--- config.mk ---
export PLATFORM = sky130hd
export DESIGN_NAME = cpu_6502_execute_unit
export DESIGN_NICKNAME = d
export VERILOG_FILES = /design/src/c65x_pkg.sv /design/src/c65x_alu.sv /design/src/cpu_6502_execute_unit.sv
export SDC_FILE = /design/constraint.sdc
export NUM_CORES = 1
export LEC_CHECK = 0
export BUFFER_PORTS_ARGS = -buffer_cell sky130_fd_sc_hd__buf_2
export CAP_MARGIN = 25
export CORE_MARGIN = 4
export CORE_UTILIZATION = 40
export CTS_BUF_LIST = sky130_fd_sc_hd__clkbuf_4
export DETAILED_ROUTE_END_ITERATION = 8
export GPL_TIMING_DRIVEN = 0
export HOLD_SLACK_MARGIN = 0.02
export PLACE_DENSITY = 0.56
export SLEW_MARGIN = 30
export SYNTH_ARGS = -nofsm -noshare
export SYNTH_HDL_FRONTEND = slang
export SYNTH_SLANG_ARGS = --single-unit
--- constraint.sdc ---
create_clock -name clock -period 5.3 [get_ports clock]
set_input_delay 0.795 -clock clock [delete_from_list [all_inputs] [get_ports clock]]
set_output_delay 0.795 -clock clock [all_outputs]
set_load 0.02 [all_outputs]
--- src/c65x_pkg.sv ---
// ----------------------------------------------------------------------------
// c65x_pkg: shared types and constants of the 6502-class execute unit
// Operation codes, the architectural register set and the result record.
// ----------------------------------------------------------------------------
`default_nettype none

package c65x_pkg;

   typedef enum logic [5:0] {
      K_ADC, K_SBC, K_AND, K_ORA, K_EOR, K_CMP, K_CPX, K_CPY,
      K_BIT, K_LDA, K_LDX, K_LDY, K_LAX,
      K_ASL_A, K_LSR_A, K_ROL_A, K_ROR_A,
      K_ASL_M, K_LSR_M, K_ROL_M, K_ROR_M, K_INC_M, K_DEC_M,
      K_SLO, K_RLA, K_SRE, K_RRA, K_DCP, K_ISB,
      K_STA, K_STX, K_STY, K_SAX,
      K_TAX, K_TAY, K_TSX, K_TXA, K_TXS, K_TYA,
      K_INX, K_INY, K_DEX, K_DEY,
      K_CLC, K_SEC, K_CLI, K_SEI, K_CLV, K_CLD, K_SED,
      K_PHA, K_PHP, K_PLA, K_PLP,
      K_BCC, K_BCS, K_BEQ, K_BMI, K_BNE, K_BPL, K_BVC, K_BVS,
      K_NOP, K_NOP_ALT
   } kind_type;

   localparam logic [2:0] FLAG_C = 3'd0;
   localparam logic [2:0] FLAG_Z = 3'd1;
   localparam logic [2:0] FLAG_I = 3'd2;
   localparam logic [2:0] FLAG_D = 3'd3;
   localparam logic [2:0] FLAG_U = 3'd5;
   localparam logic [2:0] FLAG_V = 3'd6;
   localparam logic [2:0] FLAG_N = 3'd7;

   localparam logic [7:0] FLAGS_RESET = 8'h24;
   localparam logic [7:0] SP_RESET    = 8'hFD;
   localparam logic [7:0] PUSH_BITS   = 8'b0011_0000;
   localparam logic [7:0] UNUSED_BIT  = 8'h20;
   localparam logic [8:0] STACK_BASE  = 9'h100;

   typedef struct packed {
      logic [7:0] a;
      logic [7:0] x;
      logic [7:0] y;
      logic [7:0] p;
      logic [7:0] sp;
   } regs_type;

   typedef struct packed {
      logic [7:0] result_byte;
      logic       write_back;
      logic       stack_access;
      logic [8:0] stack_address;
      logic       branch_taken;
   } rsp_type;

endpackage

`default_nettype wire

--- src/c65x_alu.sv ---
// ----------------------------------------------------------------------------
// c65x_alu: single-pass execute logic
// Computes the next register set and the result record for one item.
// ----------------------------------------------------------------------------
`default_nettype none

module c65x_alu
   import c65x_pkg::*;
(
   input  var kind_type   kind,
   input  var logic [7:0] operand,
   input  var regs_type   regs_cur,
   output var regs_type   regs_next,
   output var rsp_type    rsp_next
);

   typedef enum logic [1:0] {SH_ASL, SH_LSR, SH_ROL, SH_ROR} shift_kind_type;

   typedef struct packed {
      logic [7:0] r;
      logic [7:0] p;
   } alu_out_type;

   function automatic logic [7:0] nz_flags(input logic [7:0] p, input logic [7:0] v);
      logic [7:0] q;
      q         = p;
      q[FLAG_Z] = (v == 8'h00);
      q[FLAG_N] = v[7];
      return q;
   endfunction

   function automatic alu_out_type add_op(input logic [7:0] a, input logic [7:0] v,
                                          input logic [7:0] p);
      logic [8:0]  s;
      alu_out_type o;
      s         = {1'b0, a} + {1'b0, v} + {8'h00, p[FLAG_C]};
      o.r       = s[7:0];
      o.p       = nz_flags(p, s[7:0]);
      o.p[FLAG_C] = s[8];
      o.p[FLAG_V] = (a[7] ^ s[7]) & (v[7] ^ s[7]);
      return o;
   endfunction

   function automatic logic [7:0] cmp_op(input logic [7:0] reg_v, input logic [7:0] v,
                                         input logic [7:0] p);
      logic [7:0] q;
      q         = nz_flags(p, reg_v - v);
      q[FLAG_C] = (reg_v >= v);
      return q;
   endfunction

   function automatic alu_out_type shift_op(input shift_kind_type sk, input logic [7:0] v,
                                            input logic [7:0] p);
      alu_out_type o;
      o.p = p;
      unique case (sk)
         SH_ASL: begin
            o.r = {v[6:0], 1'b0};
            o.p[FLAG_C] = v[7];
         end
         SH_LSR: begin
            o.r = {1'b0, v[7:1]};
            o.p[FLAG_C] = v[0];
         end
         SH_ROL: begin
            o.r = {v[6:0], p[FLAG_C]};
            o.p[FLAG_C] = v[7];
         end
         SH_ROR: begin
            o.r = {p[FLAG_C], v[7:1]};
            o.p[FLAG_C] = v[0];
         end
         default: begin
            o.r = v;
         end
      endcase
      o.p = nz_flags(o.p, o.r);
      return o;
   endfunction

   regs_type    r;
   alu_out_type t;
   logic [7:0]  m;
   logic        wb;
   logic        stk;
   logic        br;
   logic [8:0]  saddr;

   always_comb begin
      r     = regs_cur;
      t     = '0;
      m     = 8'h00;
      wb    = 1'b0;
      stk   = 1'b0;
      br    = 1'b0;
      saddr = STACK_BASE;
      unique case (kind)
         K_ADC: begin
            t = add_op(r.a, operand, r.p);
            r.a = t.r;
            r.p = t.p;
         end
         K_SBC: begin
            t = add_op(r.a, ~operand, r.p);
            r.a = t.r;
            r.p = t.p;
         end
         K_AND: begin
            r.a = r.a & operand;
            r.p = nz_flags(r.p, r.a);
         end
         K_ORA: begin
            r.a = r.a | operand;
            r.p = nz_flags(r.p, r.a);
         end
         K_EOR: begin
            r.a = r.a ^ operand;
            r.p = nz_flags(r.p, r.a);
         end
         K_CMP: r.p = cmp_op(r.a, operand, r.p);
         K_CPX: r.p = cmp_op(r.x, operand, r.p);
         K_CPY: r.p = cmp_op(r.y, operand, r.p);
         K_BIT: begin
            r.p[FLAG_N] = operand[7];
            r.p[FLAG_V] = operand[6];
            r.p[FLAG_Z] = ((operand & r.a) == 8'h00);
            r.p[FLAG_U] = 1'b1;
         end
         K_LDA: begin
            r.a = operand;
            r.p = nz_flags(r.p, operand);
         end
         K_LDX: begin
            r.x = operand;
            r.p = nz_flags(r.p, operand);
         end
         K_LDY: begin
            r.y = operand;
            r.p = nz_flags(r.p, operand);
         end
         K_LAX: begin
            r.a = operand;
            r.x = operand;
            r.p = nz_flags(r.p, operand);
         end
         K_ASL_A, K_LSR_A, K_ROL_A, K_ROR_A: begin
            t = shift_op(shift_kind_type'(kind - K_ASL_A), r.a, r.p);
            r.a = t.r;
            r.p = t.p;
         end
         K_ASL_M, K_LSR_M, K_ROL_M, K_ROR_M: begin
            t = shift_op(shift_kind_type'(kind - K_ASL_M), operand, r.p);
            r.p = t.p;
            m = t.r;
            wb = 1'b1;
         end
         K_INC_M: begin
            m = operand + 8'd1;
            r.p = nz_flags(r.p, m);
            wb = 1'b1;
         end
         K_DEC_M: begin
            m = operand - 8'd1;
            r.p = nz_flags(r.p, m);
            wb = 1'b1;
         end
         K_SLO: begin
            t = shift_op(SH_ASL, operand, r.p);
            m = t.r;
            wb = 1'b1;
            r.a = r.a | t.r;
            r.p = nz_flags(t.p, r.a);
         end
         K_RLA: begin
            t = shift_op(SH_ROL, operand, r.p);
            m = t.r;
            wb = 1'b1;
            r.a = r.a & t.r;
            r.p = nz_flags(t.p, r.a);
         end
         K_SRE: begin
            t = shift_op(SH_LSR, operand, r.p);
            m = t.r;
            wb = 1'b1;
            r.a = r.a ^ t.r;
            r.p = nz_flags(t.p, r.a);
         end
         K_RRA: begin
            t = shift_op(SH_ROR, operand, r.p);
            m = t.r;
            wb = 1'b1;
            t = add_op(r.a, m, t.p);
            r.a = t.r;
            r.p = t.p;
         end
         K_DCP: begin
            m = operand - 8'd1;
            wb = 1'b1;
            r.p = cmp_op(r.a, m, r.p);
         end
         K_ISB: begin
            m = operand + 8'd1;
            wb = 1'b1;
            t = add_op(r.a, ~m, r.p);
            r.a = t.r;
            r.p = t.p;
         end
         K_STA: begin
            m = r.a;
            wb = 1'b1;
         end
         K_STX: begin
            m = r.x;
            wb = 1'b1;
         end
         K_STY: begin
            m = r.y;
            wb = 1'b1;
         end
         K_SAX: begin
            m = r.a & r.x;
            wb = 1'b1;
         end
         K_TAX: begin
            r.x = r.a;
            r.p = nz_flags(r.p, r.a);
         end
         K_TAY: begin
            r.y = r.a;
            r.p = nz_flags(r.p, r.a);
         end
         K_TSX: begin
            r.x = r.sp;
            r.p = nz_flags(r.p, r.sp);
         end
         K_TXA: begin
            r.a = r.x;
            r.p = nz_flags(r.p, r.x);
         end
         K_TXS: r.sp = r.x;
         K_TYA: begin
            r.a = r.y;
            r.p = nz_flags(r.p, r.y);
         end
         K_INX: begin
            r.x = r.x + 8'd1;
            r.p = nz_flags(r.p, r.x);
         end
         K_INY: begin
            r.y = r.y + 8'd1;
            r.p = nz_flags(r.p, r.y);
         end
         K_DEX: begin
            r.x = r.x - 8'd1;
            r.p = nz_flags(r.p, r.x);
         end
         K_DEY: begin
            r.y = r.y - 8'd1;
            r.p = nz_flags(r.p, r.y);
         end
         K_CLC: r.p[FLAG_C] = 1'b0;
         K_SEC: r.p[FLAG_C] = 1'b1;
         K_CLI: r.p[FLAG_I] = 1'b0;
         K_SEI: r.p[FLAG_I] = 1'b1;
         K_CLV: r.p[FLAG_V] = 1'b0;
         K_CLD: r.p[FLAG_D] = 1'b0;
         K_SED: r.p[FLAG_D] = 1'b1;
         K_PHA, K_PHP: begin
            m = (kind == K_PHA) ? r.a : (r.p | PUSH_BITS);
            wb = 1'b1;
            stk = 1'b1;
            saddr = STACK_BASE | {1'b0, r.sp};
            r.sp = r.sp - 8'd1;
         end
         K_PLA: begin
            stk = 1'b1;
            r.sp = r.sp + 8'd1;
            saddr = STACK_BASE | {1'b0, r.sp};
            r.a = operand;
            r.p = nz_flags(r.p, operand);
         end
         K_PLP: begin
            stk = 1'b1;
            r.sp = r.sp + 8'd1;
            saddr = STACK_BASE | {1'b0, r.sp};
            r.p = (operand & ~PUSH_BITS) | UNUSED_BIT;
         end
         K_BCC: br = ~r.p[FLAG_C];
         K_BCS: br = r.p[FLAG_C];
         K_BEQ: br = r.p[FLAG_Z];
         K_BMI: br = r.p[FLAG_N];
         K_BNE: br = ~r.p[FLAG_Z];
         K_BPL: br = ~r.p[FLAG_N];
         K_BVC: br = ~r.p[FLAG_V];
         K_BVS: br = r.p[FLAG_V];
         K_NOP, K_NOP_ALT: begin
            br = 1'b0;
         end
         default: begin
            br = 1'b0;
         end
      endcase
      regs_next              = r;
      rsp_next.result_byte   = m;
      rsp_next.write_back    = wb;
      rsp_next.stack_access  = stk;
      rsp_next.stack_address = saddr;
      rsp_next.branch_taken  = br;
   end

endmodule

`default_nettype wire

--- src/cpu_6502_execute_unit.sv ---
// ----------------------------------------------------------------------------
// cpu_6502_execute_unit: execute datapath of a 6502-class CPU
// Holds A, X, Y, P and SP and runs one operation per accepted item.
// ----------------------------------------------------------------------------
//
//   Channel  Direction  Handshake          Payload
//   req      in         req_valid/stall    req_kind, req_operand
//   rsp      out        rsp_valid/stall    rsp_result_byte .. rsp_sp_out
//
// An accepted item updates the register file at the accepting edge and its
// result is shown from the output register, loaded at that same edge. One
// item is taken per cycle while the output is not stalled; the single execute
// pass between the register file and the output register sets that figure.
// Reset loads A, X, Y with zero, P with 0x24 and SP with 0xFD. req_stall is
// high only while a result waits on a stalled output.
`default_nettype none

module cpu_6502_execute_unit
   import c65x_pkg::*;
(
   input  var logic       clock,
   input  var logic       reset,
   input  var logic       req_valid,
   output var logic       req_stall,
   input  var logic [5:0] req_kind,
   input  var logic [7:0] req_operand,
   output var logic       rsp_valid,
   input  var logic       rsp_stall,
   output var logic [7:0] rsp_result_byte,
   output var logic       rsp_write_back,
   output var logic       rsp_stack_access,
   output var logic [8:0] rsp_stack_address,
   output var logic       rsp_branch_taken,
   output var logic [7:0] rsp_acc_out,
   output var logic [7:0] rsp_x_out,
   output var logic [7:0] rsp_y_out,
   output var logic [7:0] rsp_flags_out,
   output var logic [7:0] rsp_sp_out
);

   regs_type regs_ff;
   regs_type regs_in;
   rsp_type  rsp_in;
   rsp_type  rsp_ff;
   regs_type out_regs_ff;
   logic     rsp_valid_ff;
   logic     accept;

   c65x_alu u_alu (
      .kind      (kind_type'(req_kind)),
      .operand   (req_operand),
      .regs_cur  (regs_ff),
      .regs_next (regs_in),
      .rsp_next  (rsp_in)
   );

   assign req_stall = rsp_valid_ff & rsp_stall;
   assign accept    = req_valid & ~req_stall;

   always_ff @(posedge clock) begin
      if (reset) begin
         regs_ff.a  <= 8'h00;
         regs_ff.x  <= 8'h00;
         regs_ff.y  <= 8'h00;
         regs_ff.p  <= FLAGS_RESET;
         regs_ff.sp <= SP_RESET;
         rsp_valid_ff <= 1'b0;
      end else begin
         if (accept) begin
            regs_ff <= regs_in;
            rsp_valid_ff <= 1'b1;
         end else if (!rsp_stall) begin
            rsp_valid_ff <= 1'b0;
         end
      end
   end

   always_ff @(posedge clock) begin
      if (accept) begin
         rsp_ff      <= rsp_in;
         out_regs_ff <= regs_in;
      end
   end

   assign rsp_valid         = rsp_valid_ff;
   assign rsp_result_byte   = rsp_ff.result_byte;
   assign rsp_write_back    = rsp_ff.write_back;
   assign rsp_stack_access  = rsp_ff.stack_access;
   assign rsp_stack_address = rsp_ff.stack_address;
   assign rsp_branch_taken  = rsp_ff.branch_taken;
   assign rsp_acc_out       = out_regs_ff.a;
   assign rsp_x_out         = out_regs_ff.x;
   assign rsp_y_out         = out_regs_ff.y;
   assign rsp_flags_out     = out_regs_ff.p;
   assign rsp_sp_out        = out_regs_ff.sp;

endmodule

`default_nettype wire

==> impl_metrics.csv, run 1 <==
group,metric,value,unit
routing,postRouteWirelength,53600,um
grt,gr-total-overflow,0,
power_and_ir_drop,peakVddDrop,0.000136,V
logic_synthesis,synth_fp_nets,1527,
floorplanning,die_w,174,um
cells_and_area,area_growth,9.67,%
cells_and_area,final_common_cell,"nand2_1",
routing,first_pass_iters,9,
clock_tree,clockBufferDepth,2,
critical_path,cp_data_arrival_time,5680,ps
logic_synthesis,async_reset_ff_share,0,%
floorplanning,io_pins,80,
floorplanning,fp.dieH,174,um
status,violations,"DRC, setup timing",
cells_and_area,final_cells,1860,
placement,port_buffers,77,
logic_synthesis,syn_avg_cell_area,7.72,um2
cells_and_area,final_cell_mix,"143 x nand2_1, 130 x nor2_1, 85 x buf_2",
cells_and_area,stdcell_area,12100,um2
placement,placed_area,11900,um2
cells_and_area,layout-drive-gt1-share,9.82,%
placement,place_ws,-1090,ps
power_and_ir_drop,power.leakage,4.46,nW
placement,dp_hpwl,40700,um
clock_tree,clkTransAtPathRegs,180,ps
critical_path,max_stage_delay,680,ps
logic_synthesis,syn_area,11000,um2
timing,min_period_over_period,102,%
timing,hold_viol,0,
logic_synthesis,synth_seq_cells,100,
clock_tree,cts_tree,"yes",
status,status,"finished with violations",
floorplanning,initial_core_util,40.7,%
floorplanning,die_area,30200,um2
placement,dp_cells,1844,
grt,grt_pass1_wl,77600,um
cells_and_area,nets,1616,
routing,drt_iter0_markers,2008,
timing,relSlewSlack,27.0,%
critical_path,cpMostUsedCell,"ha_1",
timing,fmaxAchievable,0.185,GHz
min_path,worstHoldPathType,"reg -> reg",
floorplanning,core_area,27000,um2
critical_path,crit_chain,"buf_2, clkinvlp_4, ha_1, inv_1, ha_1, nand2_1, o21ai_0, maj3_1, a2111oi_2, nor3_1, xnor2_1, o31ai_1, a2111o_1, o21a_1",
timing,fin_skew,25.9,ps
routing,viasPerCell,6.84,
logic_synthesis,synth_flop_cell,"edfxtp_1",
logic_synthesis,ys_types,90,
routing,num_vias,12720,
routing,routedWlPerCell,28.8,um
floorplanning,row_count,60,
critical_path,required,5580,ps
clock_tree,insertion_delay,510,ps
cells_and_area,nFillCells,2799,
timing,layout_setup_ws,-97.9,ps
flow_run,maxCapViolations,0,
logic_synthesis,yosysSeqAreaShare,23.6,%
logic_synthesis,yosys_warnings,0,
grt,grt_pass1_vias,11677,
timing,rsz0062_at_grt,"false",
timing,setup_violations,2,
grt,grt_use_total,33.7,%
clock_tree,cts_buffers,9,
timing,min_period,5400,ps
critical_path,cp-end-kind,"register",
routing,ant_nets,0,
timing,worstMarginPinSlew,1090,ps
clock_tree,cts-root-buf,"clkbuf_4",
clock_tree,cts_sinks,100,
routing,drc,25,
critical_path,cp-start-kind,"input port",
critical_path,critPathKind,"in -> reg",
timing,slew_violations,0,
timing,fin_tns_setup,-98.2,ps
critical_path,critPathSlowestCell,"nor3_1",
critical_path,worst-path-max-fanout,22,
clock_tree,htree_num_levels,3,
power_and_ir_drop,powerDensity,202,nW/um2
placement,place.gp.congestion,1.08,
logic_synthesis,syn_inst,1424,
grt,grt_max_degree,47,
logic_synthesis,synth-edff-count,59,
grt,antenna_found_initial,2,
## where the power goes
group / internal (mW) / switching, mW / leakage (nW) / total, mW
clock: 0.160 / 0.301 / 0.0859 / 0.461
combinational: 0.329 / 0.707 / 3.46 / 1.04
sequential: 0.888 / 0.0458 / 0.916 / 0.934
total: 1.38 / 1.05 / 4.46 / 2.43
## worst max-delay path, delay by kind of cell
| family | cells | cell delay [ps] |
|---|---|---|
| compound gates | 5 | 1280 |
| xor+xnor | 1 | 340 |
| fa+ha+maj | 3 | 1260 |
| buf+inv | 3 | 1240 |
| simple gates | 2 | 730 |
## cell usage after synthesis, drive strengths merged (22+ instances only)
cell type | count | share of area [%]
dfxtp | 41 | 7.5
nand3 | 54 | 2.5
o21ai | 85 | 3.9
a22oi | 29 | 2.0
clkbuf | 85 | 2.9
nor2b | 22 | 1.3
buf | 23 | 1.0
nand2 | 143 | 4.9
nor4 | 22 | 1.3
nor3 | 52 | 2.4
nor2 | 130 | 4.4
nand4 | 23 | 1.3
inv | 51 | 1.7
edfxtp | 59 | 16
xnor2 | 57 | 4.5
a21oi | 83 | 3.8
ha | 74 | 8.4
## logic make-up after synthesis
group                      after synthesis  synth area share [%]
and+or+nand+nor                        555                  25.1
AOI/OAI and AO/OA                      422                  26.7
buffers and inverters                  162                  5.76
DFF                                    100                  23.6
adders and majority gates               90                  10.9
xor gates and xnor gates                77                  6.26
muxes                                   17                  1.57
other                                    1                0.0341
## registers in the layout, summed over array words and instances, names as in the netlist
register           cells
rsp_write_back         1
rsp_stack_access       1
rsp_sp_out             8
rsp_stack_address      8
rsp_branch_taken       1
rsp_valid              1
rsp_x_out              8
regs_ff               40
rsp_acc_out            8
rsp_flags_out          8
rsp_y_out              8
rsp_result_byte        8
## path summary, 6_finish.rpt
| path | endpoint | cells after the start | startpoint | slack (ps) |
|---|---|---|---|---|
| worst max-delay path | rsp_flags_out[6] | 14 | req_operand[1] | -100 |
| worst min-delay path | regs_ff[13] | 1 | regs_ff[13] | 460 |
| worst max register to register | rsp_flags_out[1] | 13 | regs_ff[35] | 100 |
| worst min register to register | regs_ff[13] | 1 | regs_ff[13] | 460 |
## stage by stage
stage / util, % / hold WS (ps) / power, mW
4_1_cts: 44.5 / 461 / 2.40
3_5_place_dp: 43.9 / 422 / 1.94
2_1_floorplan: - / 410 / 1.60
3_3_place_gp: 43.7 / 421 / 1.94
6_report: 44.6 / 462 / 2.43
5_1_grt: 44.6 / 512 / 2.53
## timing repair
action,4_1_cts,5_1_grt
buffers inserted,1,0
hold buffers,0,0
endpoints found under the setup margin,9,1
gates resized for setup,3,1
## layout make-up
cell class	count	area, um2	share of cell area (%)
clock buffer	10	75.1	0.623
tap	341	427	3.54
clock inverter	6	83.8	0.696
buffer	106	429	3.56
antenna	1	2.50	0.0208
timing repair buffer	80	420	3.49
inverter	54	206	1.71
multi-input combinational	1162	7810	64.8
sequential	100	2590	21.5
## layer usage
metal / wire [um] / GRT usage, % / up-vias
met5: 15 / 0 / -
met4: 3490 / 17.2 / 2
met3: 6070 / 7.44 / 232
met2: 22400 / 51.2 / 955
met1: 21600 / 45.1 / 5987
li1: - / - / 5544
Note: power is estimated with default switching activity, not from simulation.
==> run 2, diff against run 1 <==
--- a/config.mk
+++ b/config.mk
@@ -7,6 +7,7 @@
 export LEC_CHECK = 0
 export BUFFER_PORTS_ARGS = -buffer_cell sky130_fd_sc_hd__buf_2
 export CAP_MARGIN = 25
+export CORE_ASPECT_RATIO = 0.6
 export CORE_MARGIN = 4
 export CORE_UTILIZATION = 40
 export CTS_BUF_LIST = sky130_fd_sc_hd__clkbuf_4
==> run 2 against run 1 <==
Compared with the run above: the flow finishes with violations (setup timing); critical path depth grew 2; die area grew 0.29%; first-iteration DRC count grew 18%; critical endpoint is now rsp_flags_out[1].
==> impl_metrics.csv, run 2 (same netlist as run 1, synthesis figures left out) <==
group,metric,value,unit
cells_and_area,final_cells,1884,
clock_tree,cts_buffers,9,
power_and_ir_drop,clockPowerShare,17.3,%
timing,hold_viol,0,
placement,port_buffers,77,
routing,viasPerCell,6.91,
timing,setup_violations,1,
routing,routedWlPerCell,31.7,um
power_and_ir_drop,p_seq_share,37.9,%
grt,grt_use_total,38.5,%
routing,first_pass_iters,7,
routing,highest_layer,"met4",
routing,drc,0,
cells_and_area,nFillCells,2813,
clock_tree,clkTransAtPathRegs,190,ps
clock_tree,clockBufferDepth,2,
floorplanning,io_pins,80,
timing,worstMarginPinSlew,1120,ps
grt,antenna_found_initial,2,
floorplanning,fp.dieH,136,um
cells_and_area,nets,1620,
status,status,"finished with violations",
cells_and_area,final_common_cell,"nand2_1",
power_and_ir_drop,pwr-share-comb,44.8,%
cells_and_area,layout-drive-gt1-share,10.2,%
grt,grt_pass1_vias,11683,
routing,met1_length,26700,um
grt,grt_pass1_wl,85100,um
critical_path,cp-start-kind,"input port",
routing,ant_nets,0,
timing,rsz0062_at_grt,"false",
power_and_ir_drop,p_int,1.32,mW
clock_tree,insertion_delay,600,ps
cells_and_area,top_register,"regs_ff",
clock_tree,htree_num_levels,3,
critical_path,critPathKind,"in -> reg",
routing,wl_met3,10600,um
timing,fin_tns_setup,-32.8,ps
floorplanning,die_area,30300,um2
power_and_ir_drop,p_sw_share,46.4,%
cells_and_area,area_growth,9.96,%
critical_path,worst-path-max-fanout,10,
clock_tree,cts_hold_buf,0,
min_path,worstHoldPathType,"in -> reg",
timing,min_period,5330,ps
floorplanning,row_count,46,
floorplanning,die_w,222,um
placement,place.gp.congestion,1.07,
clock_tree,cts_tree,"yes",
routing,wl_met2,21000,um
power_and_ir_drop,power.leakage,4.47,nW
placement,dp_hpwl,46800,um
critical_path,cp_data_arrival_time,5650,ps
grt,grt_max_degree,51,
timing,fin_skew,42.3,ps
placement,dp_cells,1865,
timing,layout_setup_ws,-32.8,ps
power_and_ir_drop,peakVddDrop,0.000131,V
timing,fmaxAchievable,0.188,GHz
critical_path,required,5620,ps
clock_tree,cts_sinks,100,
placement,place_ws,-1000,ps
status,violations,"setup timing",
power_and_ir_drop,powerDensity,205,nW/um2
grt,gr-total-overflow,0,
critical_path,cp-end-kind,"register",
routing,postRouteWirelength,59700,um
flow_run,maxCapViolations,0,
floorplanning,core_area,26700,um2
routing,drt_iter0_markers,2364,
timing,relSlewSlack,25.2,%
timing,slew_violations,0,
cells_and_area,final_util,45.2,%
cells_and_area,largest_register_ffs,40,
cells_and_area,final_cell_mix,"143 x nand2_1, 130 x nor2_1, 86 x buf_2",
clock_tree,cts-root-buf,"clkbuf_4",
power_and_ir_drop,power_switching,1.15,mW
timing,min_period_over_period,101,%
floorplanning,initial_core_util,41.1,%
routing,num_vias,13013,
-- run 2: cell count changes in the layout (fill, tap and decap cells not counted), sizes merged --
| cell | delta |
|---|---|
| buf | +3 |
| inv | +2 |
| bufinv | -1 |
| diode | +1 |
-- run 2: path summary, 6_finish.rpt --
| path | to | slack (ps) | cells past startpoint | from |
|---|---|---|---|---|
| max | rsp_flags_out[1] | -30 | 16 | req_operand[4] |
| min | rsp_valid | 420 | 3 | req_valid |
| max reg2reg | rsp_flags_out[1] | -10 | 14 | regs_ff[35] |
| min reg2reg | regs_ff[13] | 470 | 1 | regs_ff[13] |
-- run 2: what timing repair did --
item                                   4_1_cts  5_1_grt
buffers inserted                             3        0
endpoints found under the hold margin        0        0
gates resized for setup                      3        5
setup endpoints to repair                    8        3
-- run 2: layout make-up --
cell class / count / area, um2 / share of cell area [%]
diodes: 2 / 5.00 / 0.0414
repair buffers: 84 / 455 / 3.77
clock buffers: 9 / 67.6 / 0.559
clock inverters: 7 / 56.3 / 0.466
multi-input cells: 1162 / 7820 / 64.7
well taps: 360 / 450 / 3.73
flip-flops and latches: 100 / 2590 / 21.5
inverters: 54 / 206 / 1.71
plain buffers: 106 / 433 / 3.58
-- run 2: metrics by stage --
| stage | hold WS, ps | power (mW) | instance area [um2] |
|---|---|---|---|
| final | 416 | 2.47 | 12100 |
| after global routing | 433 | 2.56 | 12100 |
| after CTS | 398 | 2.41 | 12100 |
| after detailed placement | 431 | 1.99 | 11900 |
| after global placement | 420 | 1.98 | 11800 |
| after floorplan | 410 | 1.60 | 11000 |
-- run 2: worst max-delay path, cell delays in order --
cell and delay, ps:
buf_2 120, clkbuf_1 330, clkbuf_2 490, inv_1 330, ha_1 560, clkbuf_2 340, nor2_1 170, nand3_1 130
o211ai_1 130, xnor2_1 580, nor3_1 140, a32oi_1 630, nand3_1 200, nor4b_2 300, buf_2 280, a21oi_1 110
-- run 2: power by group through the flow --
stage / clock [mW] / combinational, mW / sequential (mW)
final: 0.428 / 1.11 / 0.937
after global routing: 0.464 / 1.15 / 0.942
after CTS: 0.436 / 1.05 / 0.933
after detailed placement: 0 / 1.04 / 0.949
after global placement: 0 / 1.03 / 0.951
after floorplan: 0 / 0.613 / 0.982
-- run 2: metal layers --
layer | vias up | global-route usage [%]
li1 | 5533 | -
met1 | 6300 | 57.8
met2 | 1063 | 48.1
met3 | 117 | 19.2
met4 | 0 | 7.81
met5 | - | 0
